File: src/rtl/core/kmcs_pkg.sv
// Shared types and constants for the keyed minimum-cost select core.
// Used by kmcs_table, the top level and the port checker; no dependencies.
package kmcs_pkg;

    localparam int TABLE_DEPTH = 64;
    localparam int IDX_W       = (TABLE_DEPTH > 1) ? $clog2(TABLE_DEPTH) : 1;
    localparam logic [IDX_W-1:0] LAST_POS = IDX_W'(TABLE_DEPTH - 1);

    localparam logic [7:0]  END_MARK  = 8'hff;
    localparam logic [7:0]  USED_COST = 8'hfe;
    localparam logic [13:0] NONE_X    = 14'd9999;

    localparam logic OP_WRITE  = 1'b0;
    localparam logic OP_SELECT = 1'b1;

    typedef struct packed {
        logic       opcode;
        logic [5:0] entry_index;
        logic [7:0] entry_x;
        logic [7:0] entry_y;
        logic [7:0] entry_group;
        logic [7:0] entry_cost;
        logic [7:0] match_key;
    } t_in_beat;

    typedef struct packed {
        logic        found;
        logic [13:0] pick_x;
        logic [7:0]  pick_y;
        logic [5:0]  pick_index;
    } t_out_beat;

    typedef struct packed {
        logic [7:0] x;
        logic [7:0] y;
        logic [7:0] group;
        logic [7:0] cost;
    } t_entry;

    typedef struct packed {
        logic             en;
        logic [IDX_W-1:0] addr;
        t_entry           data;
    } t_tbl_wr;

    typedef struct packed {
        logic             en;
        logic [IDX_W-1:0] addr;
    } t_tbl_rd;

    typedef enum logic [1:0] {
        ST_IDLE,
        ST_WALK,
        ST_MARK
    } t_state;

    localparam t_entry RESET_ENTRY = '{x: END_MARK, y: 8'd0, group: 8'd0, cost: USED_COST};
    localparam t_out_beat NONE_RESULT =
        '{found: 1'b0, pick_x: NONE_X, pick_y: 8'd0, pick_index: 6'd0};

endpackage

File: src/rtl/core/kmcs_table.sv
// Entry table: one write port, one registered read port, per-entry valid bits.
// An entry never written reads as the reset entry. Depends on kmcs_pkg.
module kmcs_table (
    input  logic              i_clk,
    input  logic              i_rst_n,
    input  kmcs_pkg::t_tbl_wr i_wr,
    input  kmcs_pkg::t_tbl_rd i_rd,
    output kmcs_pkg::t_entry  o_rd_data
);

    kmcs_pkg::t_entry mem [kmcs_pkg::TABLE_DEPTH];
    logic [kmcs_pkg::TABLE_DEPTH-1:0] r_valid;
    kmcs_pkg::t_entry r_rd_data;
    logic r_rd_vld;

    always_ff @(posedge i_clk) begin
        if (i_wr.en) begin
            mem[i_wr.addr] <= i_wr.data;
        end
        if (i_rd.en) begin
            r_rd_data <= mem[i_rd.addr];
        end
    end

    always_ff @(posedge i_clk) begin
        if (!i_rst_n) begin
            r_valid  <= '0;
            r_rd_vld <= 1'b0;
        end else begin
            if (i_wr.en) begin
                r_valid[i_wr.addr] <= 1'b1;
            end
            if (i_rd.en) begin
                r_rd_vld <= r_valid[i_rd.addr];
            end
        end
    end

    // untouched entries show the reset contents
    assign o_rd_data = r_rd_vld ? r_rd_data : kmcs_pkg::RESET_ENTRY;

endmodule

File: src/rtl/core/keyed_min_cost_select_consume_core.sv
// Keyed minimum-cost select core: top level with the walk sequencer.
// Depends on kmcs_pkg and kmcs_table.
//
// A write beat (opcode 0) is taken without leaving idle: busy stays low, the entry is
// stored, and a fixed "nothing found" result strobes out on the next cycle. A
// select beat (opcode 1) raises busy and walks the table from position 0, one
// entry per cycle through the table's single registered read port, stopping at
// the first entry whose x is 255 or after the last position. With a match,
// the mark state then writes the chosen entry back with cost 254. A select
// thus keeps busy high while it walks its 1 to 64 entries and, when an entry
// is chosen, while it marks it; its result strobes in the same cycle busy
// falls. Every result is on o_res for exactly one cycle with o_strobe high;
// the receiver cannot stall, so sample it then.
// A new beat may be started in the same cycle a result is shown. No clearing
// pass is needed after reset: the table carries a valid bit per entry.
module keyed_min_cost_select_consume_core (
    input  logic                i_clk,
    input  logic                i_rst_n,
    input  logic                start,
    input  kmcs_pkg::t_in_beat  i_in,
    output logic                busy,
    output logic                o_strobe,
    output kmcs_pkg::t_out_beat o_res
);

    kmcs_pkg::t_state r_state, n_state;
    logic [kmcs_pkg::IDX_W-1:0] r_cur, n_cur;
    logic [7:0] r_limit, n_limit;
    logic       r_hit, n_hit;
    logic [kmcs_pkg::IDX_W-1:0] r_best_idx, n_best_idx;
    logic [7:0] r_best_x, n_best_x;
    logic [7:0] r_best_y, n_best_y;
    logic [7:0] r_key, n_key;
    kmcs_pkg::t_out_beat r_res, n_res;
    logic r_strobe, n_strobe;

    kmcs_pkg::t_tbl_wr tbl_wr;
    kmcs_pkg::t_tbl_rd tbl_rd;
    kmcs_pkg::t_entry  rd_ent;

    logic walk_end;
    logic walk_done;
    logic take;

    kmcs_table u_table (
        .i_clk     (i_clk),
        .i_rst_n   (i_rst_n),
        .i_wr      (tbl_wr),
        .i_rd      (tbl_rd),
        .o_rd_data (rd_ent)
    );

    always_ff @(posedge i_clk) begin
        if (!i_rst_n) begin
            r_state  <= kmcs_pkg::ST_IDLE;
            r_strobe <= 1'b0;
        end else begin
            r_state  <= n_state;
            r_strobe <= n_strobe;
        end
    end

    always_ff @(posedge i_clk) begin
        r_cur      <= n_cur;
        r_limit    <= n_limit;
        r_hit      <= n_hit;
        r_best_idx <= n_best_idx;
        r_best_x   <= n_best_x;
        r_best_y   <= n_best_y;
        r_key      <= n_key;
        r_res      <= n_res;
    end

    // rd_ent holds the entry at r_cur during the walk
    assign walk_end  = (rd_ent.x == kmcs_pkg::END_MARK);
    assign take      = !walk_end && (rd_ent.cost < r_limit) && (rd_ent.group == r_key);
    assign walk_done = walk_end || (r_cur == kmcs_pkg::LAST_POS);

    always_comb begin
        n_state    = r_state;
        n_cur      = r_cur;
        n_limit    = r_limit;
        n_hit      = r_hit;
        n_best_idx = r_best_idx;
        n_best_x   = r_best_x;
        n_best_y   = r_best_y;
        n_key      = r_key;
        n_res      = r_res;
        n_strobe   = 1'b0;
        tbl_wr     = '0;
        tbl_rd     = '0;

        unique case (r_state)
            kmcs_pkg::ST_IDLE: begin
                if (start) begin
                    if (i_in.opcode == kmcs_pkg::OP_WRITE) begin
                        // drop writes beyond the table
                        if (32'(i_in.entry_index) < 32'(kmcs_pkg::TABLE_DEPTH)) begin
                            tbl_wr.en         = 1'b1;
                            tbl_wr.addr       = kmcs_pkg::IDX_W'(i_in.entry_index);
                            tbl_wr.data.x     = i_in.entry_x;
                            tbl_wr.data.y     = i_in.entry_y;
                            tbl_wr.data.group = i_in.entry_group;
                            tbl_wr.data.cost  = i_in.entry_cost;
                        end
                        n_res    = kmcs_pkg::NONE_RESULT;
                        n_strobe = 1'b1;
                    end else begin
                        // issue the read of position 0 and arm the search
                        tbl_rd.en   = 1'b1;
                        tbl_rd.addr = '0;
                        n_cur       = '0;
                        n_limit     = kmcs_pkg::USED_COST;
                        n_hit       = 1'b0;
                        n_key       = i_in.match_key;
                        n_state     = kmcs_pkg::ST_WALK;
                    end
                end
            end

            kmcs_pkg::ST_WALK: begin
                // strict less-than keeps the earliest entry on equal cost
                if (take) begin
                    n_limit    = rd_ent.cost;
                    n_hit      = 1'b1;
                    n_best_idx = r_cur;
                    n_best_x   = rd_ent.x;
                    n_best_y   = rd_ent.y;
                end
                if (walk_done) begin
                    if (n_hit) begin
                        n_state = kmcs_pkg::ST_MARK;
                    end else begin
                        n_res    = kmcs_pkg::NONE_RESULT;
                        n_strobe = 1'b1;
                        n_state  = kmcs_pkg::ST_IDLE;
                    end
                end else begin
                    // advance: fetch the next position while this one is judged
                    tbl_rd.en   = 1'b1;
                    tbl_rd.addr = r_cur + kmcs_pkg::IDX_W'(1);
                    n_cur       = r_cur + kmcs_pkg::IDX_W'(1);
                end
            end

            kmcs_pkg::ST_MARK: begin
                // consume the chosen entry: rewrite it with the used cost
                tbl_wr.en         = 1'b1;
                tbl_wr.addr       = r_best_idx;
                tbl_wr.data.x     = r_best_x;
                tbl_wr.data.y     = r_best_y;
                tbl_wr.data.group = r_key;
                tbl_wr.data.cost  = kmcs_pkg::USED_COST;
                n_res.found       = 1'b1;
                n_res.pick_x      = 14'(r_best_x);
                n_res.pick_y      = r_best_y;
                n_res.pick_index  = 6'(r_best_idx);
                n_strobe          = 1'b1;
                n_state           = kmcs_pkg::ST_IDLE;
            end

            default: begin
                n_state = kmcs_pkg::ST_IDLE;
            end
        endcase
    end

    assign busy     = (r_state != kmcs_pkg::ST_IDLE);
    assign o_strobe = r_strobe;
    assign o_res    = r_res;

endmodule

File: config.mk
export PLATFORM = sky130hd
export DESIGN_NAME = keyed_min_cost_select_consume_core
export DESIGN_NICKNAME = d
export VERILOG_FILES = /design/src/rtl/core/kmcs_pkg.sv /design/src/rtl/core/kmcs_table.sv /design/src/rtl/core/keyed_min_cost_select_consume_core.sv
export SDC_FILE = /design/constraint.sdc
export NUM_CORES = 2
export LEC_CHECK = 0
export BUFFER_PORTS_ARGS = -buffer_cell sky130_fd_sc_hd__buf_2
export CAP_MARGIN = 30
export CELL_PAD_IN_SITES_DETAIL_PLACEMENT = 1
export CELL_PAD_IN_SITES_GLOBAL_PLACEMENT = 1
export CORE_UTILIZATION = 60
export DETAILED_ROUTE_END_ITERATION = 8
export PLACE_DENSITY_LB_ADDON = 0.1
export SKIP_LAST_GASP = 1
export SYNTH_ARGS = -nofsm -noshare
export SYNTH_HDL_FRONTEND = slang
export SYNTH_HIERARCHICAL = 1
export SYNTH_SLANG_ARGS = --single-unit
export TNS_END_PERCENT = 50
File: constraint.sdc
create_clock -name i_clk -period 9.5 [get_ports i_clk]
set_input_delay 1.425 -clock i_clk [delete_from_list [all_inputs] [get_ports i_clk]]
set_output_delay 1.425 -clock i_clk [all_outputs]
set_load 0.01 [all_outputs]
# After elaboration in Yosys (flattened, before gate mapping)
# Memory sizes are Yosys's and may differ from the RTL's. A register that Yosys moved wholly into a read port is not among the register bits.
# Index checks and enable logic that the tools add are counted.
# Widths: inputs -> output; s select.
[word_totals]
ram_bits = 2048
output_inout_bits = 31
mem_count = 1
reg_bits = 142
[memory_table]
columns = ["memory", "depth", "width", "read_ports", "rd_ports_with_merged_regs", "wr", "line", "text"]
rows = [
  ["u_table.mem", 64, 32, 1, 1, 1, "kmcs_table.sv:11", "kmcs_pkg::t_entry mem [kmcs_pkg::TABLE_DEPTH];"],
]
[op_classes]
reduce_logical = 16
magnitude_cmp = 4
eq_ne = 12
mux = 42
bitwise = 1
add_sub_neg = 1
[ops]
columns = ["operator", "count"]
rows = [
  ["$mux 29", 4],
  ["$pmux 29 s3", 1],
  ["$mux 39", 2],
  ["$pmux 39 s2", 1],
  ["$or 64x64->64", 1],
  ["$mux 32", 1],
  ["$mux 8", 3],
  ["$mux 7", 3],
  ["$mux 6", 3],
  ["$pmux 8 s2", 1],
  ["$lt 6x7->1 const B", 2],
  ["$ne 2x2->1 const B", 7],
  ["$pmux 7 s2", 1],
  ["$mux 1", 12],
  ["$pmux 6 s2", 1],
  ["$reduce_and 3->1", 3],
  ["$eq 8x8->1", 1],
  ["$eq 8x8->1 const B", 1],
  ["$lt 8x8->1", 1],
  ["$mux 2", 4],
  ["$reduce_and 4->1", 2],
  ["$add 6x1->6 const B", 1],
  ["$bmux 1 s6", 1],
  ["$demux 1 s6", 1],
  ["15 further kinds", 18],
]

# Depth between registers and ports, before layout
[logic_depth]
ltp_word = 10
ltp_mapped = 15

# Cells and area by module
# Netlist, hierarchy kept.
[by_module_without_submodules]
columns = ["mod", "seq_area_each_um2", "instances", "cells_each", "area_each_um2"]
rows = [
  ["kmcs_table", 63761.2, 1, 3266, 81431.8],
  ["keyed_min_cost_select_consume_core", 2132.0, 1, 250, 3289.4],
]

# Least setup slack after synthesis
# Ideal clock, no wire load.
[synth_path]
path_type = "in2reg"
startpoint = "input port i_in[46] (netlist bit)"
endpoint = "memory u_table/mem[42][0] (netlist bit) (enable)"
setup_ns = 0.463
setup_slack_ns = 4.045
cell_stages = 7
required_ns = 9.037
t_arrival_ns = 4.992
path_cell_list = "nor4b_1 > buf_2 > buf_2 > a21o_1 > clkbuf_1 > nand4_1 > nor3_1"
[synth_lines]
columns = ["element", "line", "text"]
rows = [
  ["from (decl)", "keyed_min_cost_select_consume_core.sv:20", "input kmcs_pkg::t_in_beat i_in,"],
  ["to (decl)", "kmcs_table.sv:11", ""],
]

==> flow_summary.toml <==
[status]
outcome = "complete, no violations"

[worst_setup_path]
worstRegToRegCells = 13
crit_cells = 13
reg2reg_from = "u_table/r_rd_vld"
startpoint = "u_table/r_rd_vld"
cp_slowest_stage_delay_ns = 0.74
start_kind = "register"
criticalPathCategory = "reg2reg"
end_kind = "register"
critPathMostFrequentCell = "buf_4"
crit_fanout = 94
crit_family = "buffers and inverters"
required_ns = 10.06
arrival_ns = 6.66
crit_buf_inv = 4
reg2reg_slack_ns = 3.40
timing.critical_path.to = "u_table/r_rd_data[29]"
worstReg2RegEnd = "u_table/r_rd_data[29]"
crit_chain = "buf_4 > nand2b_1 > nand4_1 > o22ai_1 > nor3_2 > buf_12 > buf_4 > buf_4 > mux4_2 > mux4_2 > nor2b_1 > a211oi_1 > a21oi_1"
slowest_stage = "buf_4"

[floorplanning]
dieHeight_um = 378
rows = 137
ioPinCount = 81
dieArea_sq_um = 143000
start_util = 0.606
core_sq_um = 140000
dieWidth_um = 378

[timing]
period_needed_ns = 6.10
rsz0062_at_grt = "no"
worst_pin_slew_ns = 1.03
fin_crit_sh = 0.643
skew_ns = 0.0315
slew_viol_final = 0
slew_headroom = 0.312
fin_ws_ns = 3.40
fmax_mhz = 164
setup_viol = 0
final_hold_viol_count = 0
setup_tns_ns = 0

[yosys]
yosysTopAreaCell = "edfxtp_1"
yosysWarnings = 6
ys_async_sr_fraction = 0
ys_seq_elements = 2217
avgSynthCellArea_sq_um = 24.1
yosys_most_used_dff = "edfxtp_1"
syn_area_sq_um = 84700
synthCells = 3516
synth_area_leaders = "edfxtp_1 76%, mux4_2 18%, dfxtp_1 1.6%"
ys_types = 49
netlist.area_leader.share = 0.762
seq_area_frac_synth = 0.778
synth_edf_count = 2149

[detailed_routing]
drc = 0
wl_per_cell_um = 38.6
dr.pass1.iters = 5
drt_wl_total_mm = 224
via_per_inst = 6.89
num_vias = 40000
final_antenna_net_count = 0
drt_iter0_drc = 5908

[clocking]
cts-htree-levels = 4
cts_root_buf = "clkbuf_16"
numCtsBuffers = 213
cts_sinks = 2217
clkTransAtPathRegs_ns = 0.06
cts_hold_buf = 0
post-cts-setup-buffers = 0
clock_latency_ns = 0.86
cts_tree = "yes"
cts_resized = 0
clk_path_buf_depth = 3

[final_layout]
drive_gt1_frac = 0.327
final_nets = 3814
area_delta_synth_final_pct = 12.6
final_common_cell = "edfxtp_1"
layout_common_cells = "2149 x edfxtp_1, 670 x mux4_2, 216 x clkbuf_16, 100 x buf_4, 78 x buf_2"

[worst_hold_path]
hp-class = "reg2reg"

[power_and_ir_drop]
p_leak_nw = 29.0
ir_drop_mv = 0.220
powerDensity_nw_per_um2 = 203

[global_route]
grt-ovfl-total = 0
grt_start_max_net_pins = 147
antenna_found_initial = 9
grt_pass1_vias = 41700
grt_pass1_wl_mm = 314
track_usage = 0.323

[place]
place.gp.congestion = 0.833
port_buffers = 78
hpwlAfterDp_mm = 118
dp_slack_ns = 3.40

[flow_run]
drv_cap = 0
[Yosys cell counts (12+ instances only)]
library cell  count
edfxtp_1       2149
mux4_2          670
clkbuf_1         90
nor2_1           74
dfxtp_1          68
buf_2            64
o21a_1           64
and2_1           40
nand2b_1         37
mux2i_1          34
nand2_1          23
a21o_1           20
buf_1            19
nor2b_1          15
a21oi_1          14
a22o_1           13
nand3_1          13
buf_4            12
[cell type report]
cell class	count	area, sq um
diodes	1	2.50
clock buffers	269	5620
clock inverters	124	1120
fillers	10500	44500
inverters	10	37.5
multi-input cells	1099	18500
flip-flops and latches	2217	65900
well taps	1876	2350
repair buffers	215	1910
[per-stage QoR]
| step | power [W] | instance area [sq um] | hold WS, ns | instances | utilization |
|---|---|---|---|---|---|
| final | 0.0194 | 95400 | 0.467 | 5811 | 0.682 |
| after floorplan | 0.0111 | 84700 | 0.435 | 3517 | - |
| after global placement | 0.0113 | 88000 | 0.441 | 5385 | 0.629 |
| after CTS | 0.0195 | 95200 | 0.469 | 5797 | 0.680 |
| after detailed placement | 0.0113 | 88400 | 0.456 | 5404 | 0.632 |
| after global routing | 0.0198 | 95400 | 0.483 | 5810 | 0.682 |
[flip-flops by register name, indices dropped and copies added, names as in the netlist, 2 cells and up]
name               count
u_table/r_valid       64
r_limit                8
r_cur                  6
u_table/r_rd_data     32
r_best_idx             6
u_table/mem         2048
r_key                  8
r_best_y               8
o_res                 24
r_best_x               8
r_state                2
[cells by family (layout without fill, tap and decap cells)]
family	Yosys count	count (layout)	synth area share
other cells	1	3	0.0000443
compound gates	136	136	0.0121
flops	2217	2217	0.778
mux	706	706	0.182
xor+xnor	12	12	0.00124
fa+ha+maj	8	8	0.00118
simple gates	235	235	0.0144
buf+inv	201	618	0.0109
[where the power goes]
part	switching (W)	internal, W	leakage [nW]	total [W]
logic	0.000274	0.000124	5.67	0.000398
registers	0.0000164	0.0107	20.1	0.0107
clock network	0.00357	0.00467	3.28	0.00824
[per-layer routing]
layer / global-route usage / routed length [um] / vias up
met5: 0 / 0 / -
met4: 0.105 / 7130 / 0
met3: 0.0502 / 20100 / 402
met2: 0.530 / 113000 / 2264
met1: 0.453 / 84800 / 21800
li1: - / - / 15500
[how the worst min path moves through the flow]
stage,to,cells after the start,start,slack (ns)
3_3_place_gp,u_table/r_valid[53],1,u_table/r_valid[53],0.44
3_5_place_dp,u_table/r_valid[0],1,u_table/r_valid[0],0.46
6_report,u_table/r_valid[29],1,u_table/r_valid[29],0.47
4_1_cts,u_table/r_valid[35],1,u_table/r_valid[35],0.47
5_1_grt,u_table/r_valid[35],1,u_table/r_valid[35],0.48
2_1_floorplan,u_table/r_valid[20],1,u_table/r_valid[20],0.44
(Power assumes the default switching activity.)
